**src/hdl/scld_pkg.sv**
```systemverilog
// ----------------------------------------------------------------------------
// scld_pkg
// Shared types, character codes and hex helpers for the command line decoder.
// ----------------------------------------------------------------------------
package scld_pkg;

  localparam int LINE_MAX_DEF    = 11;
  localparam int QUEUE_DEPTH_DEF = 4;
  localparam int LEN_W           = 4;
  localparam int CHAR_W          = 7;

  localparam logic [7:0] BYTE_CR    = 8'h0D;
  localparam logic [7:0] BYTE_LF    = 8'h0A;
  localparam logic [7:0] PRINT_LO   = 8'h20;
  localparam logic [7:0] PRINT_HI   = 8'h7E;

  localparam logic [CHAR_W-1:0] CH_TUNE   = 7'h74;
  localparam logic [CHAR_W-1:0] CH_ABORT  = 7'h71;
  localparam logic [CHAR_W-1:0] CH_RECALL = 7'h6C;
  localparam logic [CHAR_W-1:0] CH_DUMP   = 7'h6D;
  localparam logic [CHAR_W-1:0] CH_MREAD  = 7'h65;
  localparam logic [CHAR_W-1:0] CH_AUTO   = 7'h61;
  localparam logic [CHAR_W-1:0] CH_RESET  = 7'h72;
  localparam logic [CHAR_W-1:0] CH_MWRITE = 7'h63;
  localparam logic [CHAR_W-1:0] CH_DEBUG  = 7'h64;
  localparam logic [CHAR_W-1:0] CH_STATUS = 7'h3F;
  localparam logic [CHAR_W-1:0] CH_ONE    = 7'h31;
  localparam logic [CHAR_W-1:0] CH_ZERO   = 7'h30;
  localparam logic [CHAR_W-1:0] CH_NINE   = 7'h39;
  localparam logic [CHAR_W-1:0] CH_LA     = 7'h61;
  localparam logic [CHAR_W-1:0] CH_LF     = 7'h66;
  localparam logic [CHAR_W-1:0] CH_UA     = 7'h41;
  localparam logic [CHAR_W-1:0] CH_UF     = 7'h46;

  localparam logic [LEN_W-1:0] LEN_TUNE   = 4'd6;
  localparam logic [LEN_W-1:0] LEN_RECALL = 4'd6;
  localparam logic [LEN_W-1:0] LEN_MREAD  = 4'd4;
  localparam logic [LEN_W-1:0] LEN_MWRITE = 4'd7;
  localparam logic [LEN_W-1:0] LEN_DEBUG  = 4'd3;

  typedef enum logic [3:0] {
    CMD_TUNE   = 4'd0,
    CMD_ABORT  = 4'd1,
    CMD_RECALL = 4'd2,
    CMD_DUMP   = 4'd3,
    CMD_MREAD  = 4'd4,
    CMD_AUTO   = 4'd5,
    CMD_RESET  = 4'd6,
    CMD_MWRITE = 4'd7,
    CMD_DEBUG  = 4'd8,
    CMD_STATUS = 4'd9,
    CMD_BUSY   = 4'd10,
    CMD_ERROR  = 4'd11
  } cmd_t;

  // finished line as handed from front to back
  typedef struct packed {
    logic [CHAR_W-1:0] c0;
    logic [CHAR_W-1:0] c2;
    logic [CHAR_W-1:0] c3;
    logic [CHAR_W-1:0] c4;
    logic [CHAR_W-1:0] c5;
    logic [CHAR_W-1:0] c6;
    logic [LEN_W-1:0]  len;
    logic              busy;
  } line_t;

  typedef struct packed {
    logic full;
    logic empty;
  } queue_status_t;

  // {invalid, value}
  function automatic logic [4:0] hex_digit(input logic [CHAR_W-1:0] c);
    logic [CHAR_W-1:0] d;
    d = '0;
    if (c >= CH_ZERO && c <= CH_NINE) begin
      d = c - CH_ZERO;
      return {1'b0, d[3:0]};
    end
    if (c >= CH_LA && c <= CH_LF) begin
      d = c - CH_LA + 7'd10;
      return {1'b0, d[3:0]};
    end
    if (c >= CH_UA && c <= CH_UF) begin
      d = c - CH_UA + 7'd10;
      return {1'b0, d[3:0]};
    end
    return 5'h10;
  endfunction

  function automatic logic [7:0] hex2(input logic [CHAR_W-1:0] a,
                                      input logic [CHAR_W-1:0] b);
    logic [4:0] da;
    logic [4:0] db;
    da = hex_digit(a);
    db = hex_digit(b);
    if (da[4] || db[4]) return 8'h00;
    return {da[3:0], db[3:0]};
  endfunction

  function automatic logic [15:0] hex4(input logic [CHAR_W-1:0] a,
                                       input logic [CHAR_W-1:0] b,
                                       input logic [CHAR_W-1:0] c,
                                       input logic [CHAR_W-1:0] d);
    logic [4:0] da;
    logic [4:0] db;
    logic [4:0] dc;
    logic [4:0] dd;
    da = hex_digit(a);
    db = hex_digit(b);
    dc = hex_digit(c);
    dd = hex_digit(d);
    if (da[4] || db[4] || dc[4] || dd[4]) return 16'h0000;
    return {da[3:0], db[3:0], dc[3:0], dd[3:0]};
  endfunction

endpackage

```
**src/hdl/scld_front.sv**
```systemverilog
// ----------------------------------------------------------------------------
// scld_front
// Takes received words, builds the line store and hands finished lines on.
// ----------------------------------------------------------------------------
module scld_front import scld_pkg::*; #(
  parameter int LINE_MAX = LINE_MAX_DEF
) (
  input  logic       clk,
  input  logic       rst,
  input  logic       in_valid,
  input  logic       in_ready,
  input  logic [7:0] rx_byte,
  input  logic       tuner_busy,
  output logic       push,
  output line_t      line
);

  localparam int IDX_W = $clog2(LINE_MAX);

  logic [CHAR_W-1:0] chars [LINE_MAX];
  logic [LEN_W-1:0]  len;
  logic              accept;
  logic              is_eol;
  logic              is_print;

  assign accept   = in_valid && in_ready;
  assign is_eol   = (rx_byte == BYTE_CR) || (rx_byte == BYTE_LF);
  assign is_print = (rx_byte >= PRINT_LO) && (rx_byte <= PRINT_HI);
  assign push     = accept && is_eol && (len != '0);

  always_comb begin
    line.c0   = chars[0];
    line.c2   = chars[2];
    line.c3   = chars[3];
    line.c4   = chars[4];
    line.c5   = chars[5];
    line.c6   = chars[6];
    line.len  = len;
    line.busy = tuner_busy;
  end

  always_ff @(posedge clk) begin
    if (rst) begin
      len <= '0;
    end else if (accept) begin
      if (is_eol) begin
        len <= '0;
      end else if (is_print) begin
        if (len < LEN_W'(LINE_MAX)) begin
          len <= len + 1'b1;
        end
      end else begin
        len <= '0;
      end
    end
  end

  // store has no reset
  always_ff @(posedge clk) begin
    if (accept && !is_eol && is_print && (len < LEN_W'(LINE_MAX))) begin
      chars[len[IDX_W-1:0]] <= rx_byte[CHAR_W-1:0];
    end
  end

endmodule

```
**src/hdl/scld_queue.sv**
```systemverilog
// ----------------------------------------------------------------------------
// scld_queue
// Short queue of finished lines between the front and the back.
// ----------------------------------------------------------------------------
module scld_queue import scld_pkg::*; #(
  parameter int DEPTH = QUEUE_DEPTH_DEF
) (
  input  logic          clk,
  input  logic          rst,
  input  logic          push,
  input  line_t         push_line,
  input  logic          pop,
  output line_t         head,
  output queue_status_t status
);

  localparam int PTR_W = (DEPTH > 1) ? $clog2(DEPTH) : 1;
  localparam int CNT_W = $clog2(DEPTH + 1);

  line_t            entries [DEPTH];
  logic [PTR_W-1:0] wr_ptr;
  logic [PTR_W-1:0] rd_ptr;
  logic [CNT_W-1:0] count;
  logic             do_push;
  logic             do_pop;

  assign status.full  = (count == CNT_W'(DEPTH));
  assign status.empty = (count == '0);
  assign do_push      = push && !status.full;
  assign do_pop       = pop && !status.empty;
  assign head         = entries[rd_ptr];

  always_ff @(posedge clk) begin
    if (rst) begin
      wr_ptr <= '0;
      rd_ptr <= '0;
      count  <= '0;
    end else begin
      if (do_push) begin
        wr_ptr <= (wr_ptr == PTR_W'(DEPTH - 1)) ? '0 : wr_ptr + 1'b1;
      end
      if (do_pop) begin
        rd_ptr <= (rd_ptr == PTR_W'(DEPTH - 1)) ? '0 : rd_ptr + 1'b1;
      end
      case ({do_push, do_pop})
        2'b10:   count <= count + 1'b1;
        2'b01:   count <= count - 1'b1;
        default: count <= count;
      endcase
    end
  end

  always_ff @(posedge clk) begin
    if (do_push) begin
      entries[wr_ptr] <= push_line;
    end
  end

endmodule

```
**src/hdl/scld_back.sv**
```systemverilog
// ----------------------------------------------------------------------------
// scld_back
// Decodes a finished line into a command word and holds it for the receiver.
// ----------------------------------------------------------------------------
module scld_back import scld_pkg::*; (
  input  logic          clk,
  input  logic          rst,
  input  line_t         head,
  input  queue_status_t status,
  output logic          pop,
  output logic          out_valid,
  input  logic          out_ready,
  output logic [3:0]    command,
  output logic [15:0]   freq_arg,
  output logic [7:0]    mem_addr,
  output logic [7:0]    mem_data,
  output logic          debug_on
);

  logic        valid;
  cmd_t        cmd;
  logic [15:0] freq;
  logic [7:0]  addr;
  logic [7:0]  data;
  logic        dbg;
  cmd_t        cmd_next;
  logic [15:0] freq_next;
  logic [7:0]  addr_next;
  logic [7:0]  data_next;
  logic        dbg_next;

  assign pop = !status.empty && (!valid || out_ready);

  always_comb begin
    cmd_next  = CMD_ERROR;
    freq_next = '0;
    addr_next = '0;
    data_next = '0;
    dbg_next  = 1'b0;
    if (head.busy && head.c0 != CH_ABORT && head.c0 != CH_STATUS) begin
      cmd_next = CMD_BUSY;
    end else if (head.c0 == CH_TUNE) begin
      cmd_next = CMD_TUNE;
      if (head.len >= LEN_TUNE) begin
        freq_next = hex4(head.c2, head.c3, head.c4, head.c5);
      end
    end else if (head.c0 == CH_ABORT) begin
      cmd_next = CMD_ABORT;
    end else if (head.c0 == CH_RECALL && head.len >= LEN_RECALL) begin
      cmd_next  = CMD_RECALL;
      freq_next = hex4(head.c2, head.c3, head.c4, head.c5);
    end else if (head.c0 == CH_DUMP) begin
      cmd_next = CMD_DUMP;
    end else if (head.c0 == CH_MREAD && head.len >= LEN_MREAD) begin
      cmd_next  = CMD_MREAD;
      addr_next = hex2(head.c2, head.c3);
    end else if (head.c0 == CH_AUTO) begin
      cmd_next = CMD_AUTO;
    end else if (head.c0 == CH_RESET) begin
      cmd_next = CMD_RESET;
    end else if (head.c0 == CH_MWRITE && head.len >= LEN_MWRITE) begin
      cmd_next  = CMD_MWRITE;
      addr_next = hex2(head.c2, head.c3);
      data_next = hex2(head.c5, head.c6);
    end else if (head.c0 == CH_DEBUG) begin
      cmd_next = CMD_DEBUG;
      dbg_next = (head.len >= LEN_DEBUG) && (head.c2 == CH_ONE);
    end else if (head.c0 == CH_STATUS) begin
      cmd_next = CMD_STATUS;
    end
  end

  always_ff @(posedge clk) begin
    if (rst) begin
      valid <= 1'b0;
    end else if (pop) begin
      valid <= 1'b1;
    end else if (out_ready) begin
      valid <= 1'b0;
    end
  end

  always_ff @(posedge clk) begin
    if (pop) begin
      cmd  <= cmd_next;
      freq <= freq_next;
      addr <= addr_next;
      data <= data_next;
      dbg  <= dbg_next;
    end
  end

  assign out_valid = valid;
  assign command   = cmd;
  assign freq_arg  = freq;
  assign mem_addr  = addr;
  assign mem_data  = data;
  assign debug_on  = dbg;

endmodule

```
**src/hdl/serial_command_line_decoder.sv**
```systemverilog
// ----------------------------------------------------------------------------
// serial_command_line_decoder
// Builds text lines from received serial words and decodes each into a command.
// ----------------------------------------------------------------------------
// Input channel: one received word per accepted item (rx_byte) with the
// tuner busy flag, under in_valid / in_ready. Printable words go into the
// line store, CR or LF ends the line, other control words drop the line.
// Output channel: one command word per non-empty line, under out_valid /
// out_ready, with its hex arguments already parsed.
// Throughput: one input word per cycle while in_ready is high. The line
// snapshot is queued at the edge that accepted its line end; it is decoded
// into the output register from the queue head once that register is free.
// Stalls: finished lines wait in a queue of QUEUE_DEPTH entries behind the
// output register; in_ready drops only while that queue is full, so
// characters keep flowing while the receiver holds a command.
// Reset: line length is cleared, the queue is emptied and out_valid falls;
// the line store contents are not cleared.
// ----------------------------------------------------------------------------
module serial_command_line_decoder import scld_pkg::*; #(
  parameter int LINE_MAX    = LINE_MAX_DEF,
  parameter int QUEUE_DEPTH = QUEUE_DEPTH_DEF
) (
  input  logic        clk,
  input  logic        rst,
  input  logic        in_valid,
  output logic        in_ready,
  input  logic [7:0]  rx_byte,
  input  logic        tuner_busy,
  output logic        out_valid,
  input  logic        out_ready,
  output logic [3:0]  command,
  output logic [15:0] freq_arg,
  output logic [7:0]  mem_addr,
  output logic [7:0]  mem_data,
  output logic        debug_on
);

  logic          push;
  line_t         line;
  logic          pop;
  line_t         head;
  queue_status_t status;

  assign in_ready = !status.full;

  scld_front #(
    .LINE_MAX(LINE_MAX)
  ) u_front (
    .clk        (clk),
    .rst        (rst),
    .in_valid   (in_valid),
    .in_ready   (in_ready),
    .rx_byte    (rx_byte),
    .tuner_busy (tuner_busy),
    .push       (push),
    .line       (line)
  );

  scld_queue #(
    .DEPTH(QUEUE_DEPTH)
  ) u_queue (
    .clk       (clk),
    .rst       (rst),
    .push      (push),
    .push_line (line),
    .pop       (pop),
    .head      (head),
    .status    (status)
  );

  scld_back u_back (
    .clk       (clk),
    .rst       (rst),
    .head      (head),
    .status    (status),
    .pop       (pop),
    .out_valid (out_valid),
    .out_ready (out_ready),
    .command   (command),
    .freq_arg  (freq_arg),
    .mem_addr  (mem_addr),
    .mem_data  (mem_data),
    .debug_on  (debug_on)
  );

endmodule

```
**config.mk**
```make
export PLATFORM = sky130hd
export DESIGN_NAME = serial_command_line_decoder
export DESIGN_NICKNAME = d
export VERILOG_FILES = /design/src/hdl/scld_pkg.sv /design/src/hdl/scld_front.sv /design/src/hdl/scld_queue.sv /design/src/hdl/scld_back.sv /design/src/hdl/serial_command_line_decoder.sv
export SDC_FILE = /design/constraint.sdc
export NUM_CORES = 1
export LEC_CHECK = 0
export BUFFER_PORTS_ARGS = -buffer_cell sky130_fd_sc_hd__buf_2
export CORE_MARGIN = 3
export CORE_UTILIZATION = 45
export CTS_CLUSTER_SIZE = 12
export DETAILED_ROUTE_END_ITERATION = 10
export SLEW_MARGIN = 25
export SYNTH_ARGS = -nofsm -noshare
export SYNTH_HDL_FRONTEND = slang
export SYNTH_SLANG_ARGS = --single-unit
```
**constraint.sdc**
```tcl
create_clock -name clk -period 4.6 [get_ports clk]
set_clock_uncertainty 0.2 [all_clocks]
set_input_delay 0.92 -clock clk [delete_from_list [all_inputs] [get_ports clk]]
set_output_delay 0.92 -clock clk [all_outputs]
set_load 0.02 [all_outputs]
```
# Word-level counts from Yosys, hierarchy flattened
# Memories as Yosys holds them, arrays and structs flattened. A register that Yosys moved wholly into a read port is not among the register bits.
# Cells that the tools add are included.
# word_totals
regBits	49
latch_bits	0
mem_bits_rw	265
romBits	0
input_bits	13
output_inout_bits	39
wordCells	655
n_memories	2
# memory_table
name	words	word_bits	rd	rd_ports_with_merged_regs	write_ports	line	source
u_queue.entries	4	47	1	1	1	scld_queue.sv:20	line_t entries [DEPTH];
u_front.chars	11	7	6	0	1	scld_front.sv:20	logic [CHAR_W-1:0] chars [LINE_MAX];
# classes
add_sub_neg	30
n_mul	0
div_mod_pow	0
n_lt_le_gt_ge	37
eq_ne	21
shift	0
n_mux	496
bitwise_logic	2
reduce_logical	55
# op_table
cell	n
2-to-1 mux 5 bit	133
2-to-1 mux 1 bit	327
2-to-1 mux 16 bit	8
2-to-1 mux 8 bit	10
greater-or-equal comparator 7 bit (second input constant)	10
less-or-equal comparator 7 bit (second input constant)	10
equality test 7 bit (second input constant)	9
subtractor 4 x 1 -> 4 bit (second input constant)	15
2-to-1 mux 4 bit	12
adder 4 bit (second input constant)	10
greater-or-equal comparator 7 x 6 -> 1 bit (second input constant)	5
less-or-equal comparator 7 x 6 -> 1 bit (second input constant)	5
logical AND 1 bit	31
equality test 8 x 4 -> 1 bit (second input constant)	2
equality test 7 x 6 -> 1 bit (second input constant)	2
greater-or-equal comparator 4 x 3 -> 1 bit (second input constant)	3
logical OR 1 bit	11
2-to-1 mux 2 bit	5
OR reduction 10 bit	1
OR reduction 9 bit	1
greater-or-equal comparator 8 x 6 -> 1 bit (second input constant)	1
less-or-equal comparator 8 x 7 -> 1 bit (second input constant)	1
inequality test 7 x 6 -> 1 bit (second input constant)	1
inequality test 7 bit (second input constant)	1
other kinds (19)	27

# Longest topological paths before layout
# Gate-level depths: netlist (run 1).
# logic_depth
word_depth	61
depth_mapped	12
ltp_nobuf	11

# Cells and area by module
# Synthesis (run 1) repeated with hierarchy kept, for this count alone.
# unflattened
cells_unflattened	644
area_unflattened_um2	11703.7
# by_module_without_submodules
module	n_inst	cells_per_inst	area_per_inst_um2	seq_area_each_um2
scld_queue	1	299	7274.5	5825.6
scld_back	1	256	2775.2	1131.1
scld_front	1	88	1650.3	1341.3
serial_command_line_decoder	1	1	3.8	0.0

# Least setup slack after synthesis (run 1)
# Ideal clock, no wire load.
# synth_timing
kind	input -> register
start	input port out_ready
end	register u_queue.count[2]
setup_time_ns	0.071
t_arrival_ns	4.415
t_required_ns	4.329
path_slack_ns	-0.086
stages	8
n_path_buf	0
cell_sequence	inv_1 a21oi_1 ha_1 inv_1 fa_1 xor2_1 or3_1 a21oi_1
# synth_between
elab_chain_len	5
elab_cells_between_ends	7
classes_between	2 x eq/ne; 1 x mux; 4 x reduce/logical
# synth_lines
item	line	source
from (decl)	serial_command_line_decoder.sv:30	input logic out_ready,
logical OR 1 bit (*)	scld_back.sv:32	assign pop = !status.empty && (!valid || out_ready);
logical AND 1 bit (*)	scld_back.sv:32	
named net pop	serial_command_line_decoder.sv:40	logic pop;
logical AND 1 bit (*)	scld_queue.sv:30	assign do_pop = pop && !status.empty;
equality test 2 x 1 -> 1 bit / equality test 2 bit (equally long branches)	scld_queue.sv:45	case ({do_push, do_pop})
case mux 3 bit (2 select lines) / nonzero test 2 bit (equally long branches)	-	
to (signal assigned)	scld_queue.sv:46	2'b10: count <= count + 1'b1;
to (signal assigned)	scld_queue.sv:47	2'b01: count <= count - 1'b1;
to (signal assigned)	scld_queue.sv:48	default: count <= count;
to (decl)	scld_queue.sv:23	logic [CNT_W-1:0] count;
# Mark *: on every way through the listed nets, which the timed path passes. The rest lies on a longest branch.
# A chain may end at the register's enable or synchronous reset.

==> impl_metrics.csv, run 1 <==
group,metric,value,unit
global_route,grt_pass1_vias,6307,
timing,worst_pin_slew,0.741,ns
yosys,muxShareOfSynthArea,9.88,%
clocking,numCtsBuffers,29,
yosys,postSynthCellCount,653,
yosys,synth_edf_count,267,
cells_and_area,layout-drive-gt1-share,22.4,%
critical_path,crit_required,4.77,ns
detailed_routing,dr.pass1.iters,4,
timing,post-route-period-util,82.0,%
timing,clock.fmax,265,MHz
critical_path,slowest_delay,0.71,ns
clocking,cts-root-buf,"clkbuf_16",
placed_design,placed_area,12200,um^2
clocking,cts_resized,0,
detailed_routing,routedWlPerCell,20.5,um
die,start_util,46.5,%
global_route,grt_max_degree,48,
critical_path,criticalPathCategory,"register to register",
outcome,status,"finished clean",
timing,hold_viol,0,
yosys,synthXorXnorAreaFrac,0.457,%
die,dieArea,27500,um^2
global_route,grt_pass1_wl,35000,um
flow_run,cap_violations,0,
clocking,htree_levels,1,
power_and_ir_drop,p_leak,4.29,nW
global_route,grtUsageTotal,16.1,%
yosys,synth_warnings,0,
timing,rsz0062_at_grt,"false",
clocking,clockBufferDepth,3,
yosys,yosysUniqueCellTypes,70,
critical_path,cp_max_fo,27,
yosys,yosys.area.top_type,"edfxtp_1",
yosys,synth-compound-area-share,5.20,%
power_and_ir_drop,ir_drop,408,uV
yosys,synth_fa_ha_area_share,2.89,%
cells_and_area,layout_common_cells,"267 x edfxtp_1, 51 x nor2_1, 51 x buf_2",
clocking,clkSlewWorstSetupHoldPaths,0.06,ns
detailed_routing,drtAntennaViolNets,0,
die,die_w,166,um
critical_path,path_cells,"buf_4 -> mux4_2 -> nand2b_4 -> nor4_1 -> o221a_2 -> nand4_2 -> a21oi_1",
cells_and_area,final_nets,771,
timing,setup_violations,0,
detailed_routing,drc,0,
placed_design,post-dp-hpwl,14000,um
cells_and_area,finalNonFillerCells,1068,
yosys,netlist.area_leader.share,69.7,%
cells_and_area,layout_commonest_cell,"edfxtp_1",
detailed_routing,via_per_inst,5.53,
cells_and_area,area_growth,12.9,%
worst_hold_path,min_path_type,"register to register",
yosys,synth_nets,692,
clocking,cts_tree,"done",
yosys,synthTopCellsByArea,"edfxtp_1 70%, mux4_2 9.0%, ha_1 2.7%",
placed_design,finalWeightedCongestion,0.816,
yosys,synth_seq_area_share,72.1,%
yosys,ys_ff_latch,281,
detailed_routing,wirelength,21900,um
global_route,overflow,0,
clocking,clock_latency,0.53,ns
timing,drv_slew,0,
placed_design,port_buffers,51,
global_route,antenna_found_initial,0,
cells_and_area,postLayoutCellArea,13000,um^2
placed_design,dpl.cell_count,1025,
die,coreArea,24700,um^2
critical_path,end_kind,"register",
die,die_h,166,um
critical_path,cp-start-kind,"register",
yosys,syn_area,11500,um^2
die,io-pin-count,52,
power_and_ir_drop,power.density_cell_area,549,nW/um^2
timing,tns,0,ns
yosys,synth-async-reset-ratio,0,%
yosys,synth-simple-area-share,7.43,%
die,rows,57,
critical_path,cp_top_family,"simple AND/OR/NAND/NOR gates",
clocking,hold_buffers,0,
yosys,synth_top_family_by_area,"multiplexers",
clocking,clkSinkCount,281,
timing,timing.final.crit_period,3.77,ns
critical_path,worstPathArrival,3.94,ns
detailed_routing,vias,5909,
critical_path,cp_num_buf_inv,1,
cells_and_area,diodes,0,
yosys,synth_ff_type,"edfxtp_1",
timing,max-slew-margin-rel,50.6,%
detailed_routing,drt_iter0_drc,466,
critical_path,crit_path_top_delay_cell,"dfxtp_4",
clocking,postCtsSetupBuffers,0,
yosys,syn_area_per_cell,17.6,um^2
-- synthesized netlist by cell type (2+ instances only) --
library cell and number:
a2111oi_0 2, a21boi_0 2, a21oi_1 22, a221oi_1 2, a2bb2oi_1 3, a31oi_1 4, and2_1 10, and3_1 6
and3b_1 5, buf_2 6, buf_6 7, dfxtp_1 14, edfxtp_1 267, ha_1 25, inv_1 32, mux2i_1 9
mux4_2 46, nand2_1 23, nand2b_1 3, nand3_1 9, nand3b_1 4, nand4_1 3, nand4_2 3, nor2_1 51
nor2_2 2, nor2b_1 5, nor3_1 13, nor3b_1 3, nor4_1 2, o211ai_1 5, o21a_1 2, o21ai_0 18
o21ai_1 2, or2_2 2, or4_1 2, xnor2_1 2, xor2_1 4
-- flip-flops by register name, indices dropped and copies added (netlist names), named ones only --
| register | flops |
|---|---|
| u_back.freq_arg | 16 |
| u_back.debug_on | 1 |
| u_back.mem_addr | 8 |
| u_front.len | 4 |
| u_queue.rd_ptr | 2 |
| u_back.command | 4 |
| u_queue.entries | 188 |
| u_queue.wr_ptr | 2 |
| u_queue.count | 3 |
| u_back.mem_data | 8 |
| u_front.chars | 42 |
| u_back.out_valid | 1 |
-- cell type report --
| type | count | area, um^2 |
|---|---|---|
| inverters | 32 | 120 |
| repair buffers | 62 | 375 |
| well taps | 324 | 405 |
| flip-flops and latches | 281 | 8300 |
| clock buffers | 38 | 759 |
| clock inverters | 5 | 31.3 |
| fillers | 1969 | 11800 |
| multi-input cells | 326 | 2990 |
-- layer usage --
| layer | wire length (um) | up-vias | track usage (%) |
|---|---|---|---|
| met3 | 932 | 31 | 2.90 |
| met2 | 10600 | 143 | 26.4 |
| li1 | - | 2729 | - |
| met1 | 9850 | 3006 | 22.0 |
| met5 | 0 | - | 0 |
| met4 | 512 | 0 | 5.17 |
-- path summary, 6_finish.rpt --
path	slack, ns	start	to	cells after the start
min	0.29	u_front.chars[5][4]	u_queue.entries[0][16]	0
max	0.83	register	u_back.freq_arg[6]	7
min reg2reg	0.29	u_front.chars[5][4]	u_queue.entries[0][16]	0
max reg2reg	0.83	register	u_back.freq_arg[6]	7
-- where the power goes --
| group | switching [mW] | leakage (nW) | internal (mW) |
|---|---|---|---|
| clock | 0.851 | 0.381 | 1.14 |
| combinational | 1.19 | 1.37 | 0.753 |
| sequential | 0.146 | 2.54 | 3.05 |
| total | 2.19 | 4.29 | 4.94 |
-- cells by family (layout without fill, tap and decap cells) --
| logic type | count (synthesis) | after routing |
|---|---|---|
| XOR/XNOR | 6 | 6 |
| buffers and inverters | 46 | 137 |
| flip-flops | 281 | 281 |
| multiplexers | 56 | 56 |
| adder cells (fa/ha/maj) | 26 | 26 |
| AO/OA/AOI/OAI | 83 | 83 |
| AND/OR/NAND/NOR | 155 | 155 |
-- worst reg2reg max path, stage by stage, from the launching register on --
cell and delay (ns):
dfxtp_4 0.71, buf_4 0.37, mux4_2 0.62, nand2b_4 0.19, nor4_1 0.59, o221a_2 0.35, nand4_2 0.35, a21oi_1 0.25
-- per-stage QoR --
stage               utilization (%)  setup slack, ns  hold WS [ns]  power [mW]
floorplan                         -            0.698         0.259        4.69
global placement               49.3            0.910         0.264        5.13
detailed placement             49.3            0.823         0.283        5.20
CTS                            52.5            0.798         0.293        7.21
global route                   52.5            0.550         0.304        7.52
finish                         52.5            0.829         0.287        7.13
Power figures use the tool's default switching activity.
==> run 2: changes to the inputs <==
- clock period: 4.6 -> 3.6 ns (I/O delays scaled with it)
==> impl_metrics.csv, run 2 (same netlist as run 1, synthesis figures left out) <==
group,metric,value,unit
timing,max-slew-margin-rel,65.1,%
global_route,overflow,0,
detailed_routing,drt_iter0_drc,565,
power_and_ir_drop,clkPwrFrac,28.8,%
placed_design,port_buffers,51,
timing,hold_viol,0,
detailed_routing,drtAntennaViolNets,0,
cells_and_area,area_growth,14.3,%
global_route,grt_pass1_vias,6284,
cells_and_area,fillCellCount,1940,
power_and_ir_drop,p_leak,4.35,nW
worst_hold_path,min_from,"tuner_busy",
global_route,grt_max_degree,48,
cells_and_area,layout_common_cells,"267 x edfxtp_1, 51 x nor2_1, 51 x buf_2",
global_route,grt_pass1_wl,35200,um
clocking,clockBufferDepth,3,
power_and_ir_drop,power.density_cell_area,708,nW/um^2
die,rows,57,
detailed_routing,wirelength,22100,um
cells_and_area,layout-drive-gt1-share,23.3,%
placed_design,post-dp-hpwl,14600,um
timing,tns,0,ns
die,start_util,46.5,%
cells_and_area,top_register,"u_queue.entries",
placed_design,dpl.cell_count,1030,
timing,post-route-period-util,93.2,%
clocking,clock_latency,0.52,ns
cells_and_area,seq_area,8300,um^2
outcome,status,"finished clean",
die,dieArea,27500,um^2
clocking,hold_buffers,0,
power_and_ir_drop,power_frac_seq,43.0,%
clocking,cts_resized,0,
power_and_ir_drop,comb_power_share,28.2,%
clocking,clkSinkCount,281,
timing,drv_slew,0,
critical_path,criticalPathCategory,"register to register",
cells_and_area,diodes,0,
clocking,cts_tree,"done",
flow_run,cap_violations,0,
detailed_routing,vias,5930,
cells_and_area,multiInputGateArea,3000,um^2
global_route,antenna_found_initial,0,
critical_path,cp-start-kind,"register",
critical_path,end_kind,"register",
timing,setup_violations,0,
detailed_routing,drc,0,
die,io-pin-count,52,
cells_and_area,layout_commonest_cell,"edfxtp_1",
power_and_ir_drop,switching_share,30.3,%
cells_and_area,final_nets,776,
power_and_ir_drop,ir_drop,495,uV
critical_path,cp_max_fo,13,
power_and_ir_drop,total_power,9.31,mW
critical_path,crit_required,3.74,ns
die,die_w,166,um
clocking,postCtsSetupBuffers,0,
clocking,numCtsBuffers,29,
clocking,clkSlewWorstSetupHoldPaths,0.06,ns
cells_and_area,postLayoutCoreUtil,53.1,%
detailed_routing,routedWlPerCell,20.5,um
critical_path,worstPathArrival,3.50,ns
die,die_h,166,um
power_and_ir_drop,p_int,6.48,mW
placed_design,placed_area,12300,um^2
cells_and_area,largest_reg_flops,188,
die,coreArea,24700,um^2
timing,worst_pin_slew,0.523,ns
detailed_routing,via_per_inst,5.50,
cells_and_area,finalNonFillerCells,1079,
global_route,grtUsageTotal,16.2,%
timing,timing.final.crit_period,3.35,ns
placed_design,finalWeightedCongestion,0.783,
clocking,cts-root-buf,"clkbuf_16",
timing,clock.fmax,298,MHz
detailed_routing,dr.pass1.iters,5,
power_and_ir_drop,p_switching,2.82,mW
worst_hold_path,min_path_type,"input port to register",
cells_and_area,postLayoutCellArea,13100,um^2
clocking,htree_levels,1,
-- run 2: changes by cell type in the layout (fill, tap and decap cells not counted), sizes merged --
| cell | delta |
|---|---|
| buf | +5 |
| clkbuf | +5 |
| bufinv | +1 |
| clkinv | +1 |
| inv | -1 |
-- run 2: area by class of cell --
| cell class | count | area share [%] |
|---|---|---|
| clock buffer | 43 | 6.07 |
| clock inverter | 6 | 0.428 |
| inverter | 32 | 0.914 |
| multi-input combinational | 326 | 22.8 |
| sequential | 281 | 63.2 |
| tap | 324 | 3.08 |
| timing repair buffer | 67 | 3.52 |
-- run 2: per-layer routing --
metal	global-route usage, %	part of all wire, %
met1	22.3	45
met2	26.9	48
met3	2.55	4.5
met4	5.39	2.8
met5	0	0
-- run 2: stage by stage --
stage	worst slack (ns)	hold slack, ns
floorplan	0.0709	0.259
global placement	0.280	0.265
detailed placement	0.137	0.283
CTS	0.136	0.203
global route	-0.00684	0.207
finish	0.246	0.225
-- run 2: power groups by stage --
stage                     Combinational (mW)  Sequential [mW]  Clock (mW)
after global placement                  2.58             4.05           0
after floorplan                         1.65             4.34           0
after global routing                    2.86             4.03        2.90
after CTS                               2.65             4.01        2.75
final                                   2.63             4.00        2.68
after detailed placement                2.64             4.07           0
-- run 2: worst paths after layout --
path	cells after the start	slack (ns)	to
setup / recovery	9	0.25	u_back.mem_addr[4]
hold / removal	1	0.22	u_queue.entries[0][0]
setup reg to reg	9	0.25	u_back.mem_addr[4]
hold reg to reg	0	0.30	u_queue.entries[3][25]
-- run 2: critical path, stage by stage, from the launching register on --
cell	delay (ns)
dfxtp_2	0.55
buf_4	0.29
mux4_2	0.29
ha_1	0.22
nor2b_1	0.17
a221oi_1	0.09
a2111o_1	0.46
o22ai_1	0.38
nand2_1	0.27
nor3_1	0.25
==> run 3: changes to the inputs <==
- BUFFER_PORTS_ARGS: -buffer_cell sky130_fd_sc_hd__buf_2 -> default
- CTS_CLUSTER_DIAMETER: default -> 150
- DONT_BUFFER_PORTS: default -> 1
==> impl_metrics.csv, run 3 (same netlist as run 1, synthesis figures left out) <==
group,metric,value,unit
cells_and_area,layout_common_cells,"267 x edfxtp_1, 51 x nor2_1, 46 x mux4_2",
detailed_routing,wirelength,22100,um
worst_hold_path,min_path_type,"input port to register",
clocking,clkSinkCount,281,
critical_path,end_kind,"register",
die,rows,57,
critical_path,rr_endpoint,"u_back.mem_addr[5]",
timing,hold_viol,0,
clocking,clkSlewWorstSetupHoldPaths,0.06,ns
clocking,hold_buffers,0,
cells_and_area,final_nets,720,
detailed_routing,dr.pass1.iters,5,
power_and_ir_drop,power.density_cell_area,701,nW/um^2
cells_and_area,layout-drive-gt1-share,16.3,%
power_and_ir_drop,clkPwrFrac,27.8,%
critical_path,crit_end,"u_back.mem_addr[5]",
global_route,grt_pass1_vias,5977,
placed_design,port_buffers,0,
timing,setup_violations,0,
detailed_routing,top_layer,"met4",
detailed_routing,wl_met3,1140,um
die,die_w,166,um
timing,rsz0062_at_grt,"false",
timing,drv_slew,0,
clocking,clockBufferDepth,3,
detailed_routing,drtAntennaViolNets,0,
detailed_routing,drt_iter0_drc,458,
detailed_routing,wl_met2,10400,um
timing,post-route-period-util,94.4,%
clocking,numCtsBuffers,27,
detailed_routing,routedWlPerCell,21.6,um
timing,timing.final.crit_period,3.40,ns
cells_and_area,fillCellCount,1955,
clocking,postCtsSetupBuffers,0,
clocking,htree_levels,1,
timing,max-slew-margin-rel,63.9,%
die,die_h,166,um
cells_and_area,area_growth,10.9,%
cells_and_area,largest_reg_flops,188,
die,start_util,46.5,%
detailed_routing,via_per_inst,5.62,
critical_path,ff2ff_path_depth,9,
critical_path,cp-start-kind,"register",
timing,clock.fmax,294,MHz
power_and_ir_drop,power_frac_seq,48.6,%
global_route,antenna_found_initial,0,
global_route,grt_max_degree,40,
power_and_ir_drop,p_int,6.18,mW
global_route,grtUsageTotal,16.0,%
timing,tns,0,ns
flow_run,cap_violations,0,
timing,setup_slack,0.200,ns
detailed_routing,wl_met1,10100,um
cells_and_area,layout_commonest_cell,"edfxtp_1",
power_and_ir_drop,ir_drop,472,uV
global_route,overflow,0,
cells_and_area,diodes,0,
power_and_ir_drop,p_switching,2.77,mW
global_route,grt_pass1_wl,34600,um
critical_path,reg2reg_slack,0.20,ns
detailed_routing,drc,0,
placed_design,post-dp-hpwl,14600,um
critical_path,worstPathArrival,3.55,ns
die,dieArea,27500,um^2
critical_path,cp_max_fo,10,
power_and_ir_drop,comb_power_share,23.5,%
outcome,status,"finished clean",
cells_and_area,top_register,"u_queue.entries",
clocking,cts-root-buf,"clkbuf_16",
die,coreArea,24700,um^2
power_and_ir_drop,p_leak,4.08,nW
detailed_routing,vias,5760,
clocking,cts_tree,"done",
power_and_ir_drop,switching_share,31.0,%
die,io-pin-count,52,
placed_design,pre_cts_ws,0.112,ns
clocking,clock_latency,0.51,ns
timing,worst_pin_slew,0.542,ns
placed_design,finalWeightedCongestion,0.812,
critical_path,criticalPathCategory,"register to register",
critical_path,crit_required,3.75,ns
[run 3: changes by cell type in the layout (fill, tap and decap cells not counted), sizes merged]
cell / previous run / this run
bufinv: 1 / 0
clkinv: 4 / 0
inv: 32 / 33
clkbuf: 43 / 48
clkinvlp: 1 / 0
buf: 67 / 13
[run 3: power by group through the flow]
stage | Clock [mW] | Combinational (mW) | Sequential, mW
after floorplan | 0 | 1.65 | 4.34
after global placement | 0 | 2.02 | 4.42
after detailed placement | 0 | 2.09 | 4.43
after CTS | 2.56 | 2.10 | 4.37
after global routing | 2.70 | 2.31 | 4.38
final | 2.49 | 2.11 | 4.35
[run 3: through the flow]
| step | cells | total power [mW] | utilization, % | hold WS, ns | cell area (um^2) |
|---|---|---|---|---|---|
| floorplan | 653 | 5.99 | - | 0.259 | 11500 |
| global placement | 976 | 6.44 | 48.5 | 0.264 | 12000 |
| detailed placement | 976 | 6.52 | 48.5 | 0.279 | 12000 |
| CTS | 1025 | 9.02 | 51.5 | 0.0387 | 12800 |
| global route | 1025 | 9.39 | 51.6 | 0.0439 | 12800 |
| finish | 1025 | 8.95 | 51.6 | 0.0677 | 12800 |
[run 3: critical path, stage by stage (launching register included)]
cell      delay (ns)
dfxtp_4         0.47
mux4_2          0.62
inv_1           0.09
ha_1            0.21
nor2b_1         0.18
a221oi_1        0.10
a2111o_1        0.47
o22ai_1         0.38
nand2_1         0.27
nor3_1          0.25
[run 3: worst min path at each step]
stage / startpoint / endpoint / slack (ns) / depth (start not counted)
floorplan: u_front.chars[6][5] / u_queue.entries[0][10] / 0.26 / 0
global placement: u_front.chars[3][1] / u_queue.entries[2][27] / 0.26 / 0
detailed placement: u_front.chars[5][4] / u_queue.entries[2][16] / 0.28 / 0
CTS: rst / u_back.out_valid / 0.04 / 1
global route: rst / u_back.out_valid / 0.04 / 1
finish: rst / u_back.out_valid / 0.07 / 1
[run 3: timing repair]
| action | 4_1_cts | 5_1_grt |
|---|---|---|
| endpoints found under the setup margin | 0 | 15 |
| endpoints found under the hold margin | 0 | 0 |
| gates resized for setup | 0 | 1 |
[run 3: area by class of cell]
type / count / area, um^2 / share of cell area (%)
multi-input combinational: 326 / 3000 / 23.5
clock inverter: 1 / 8.76 / 0.0686
clock buffer: 48 / 754 / 5.91
tap: 324 / 405 / 3.18
sequential: 281 / 8300 / 65.0
timing repair buffer: 13 / 173 / 1.35
inverter: 32 / 120 / 0.941
[run 3: routing by layer]
layer | vias up | track usage [%]
met5 | - | 0
met2 | 162 | 25.9
met4 | 0 | 4.09
met3 | 36 | 3.19
met1 | 2924 | 22.5
li1 | 2638 | -
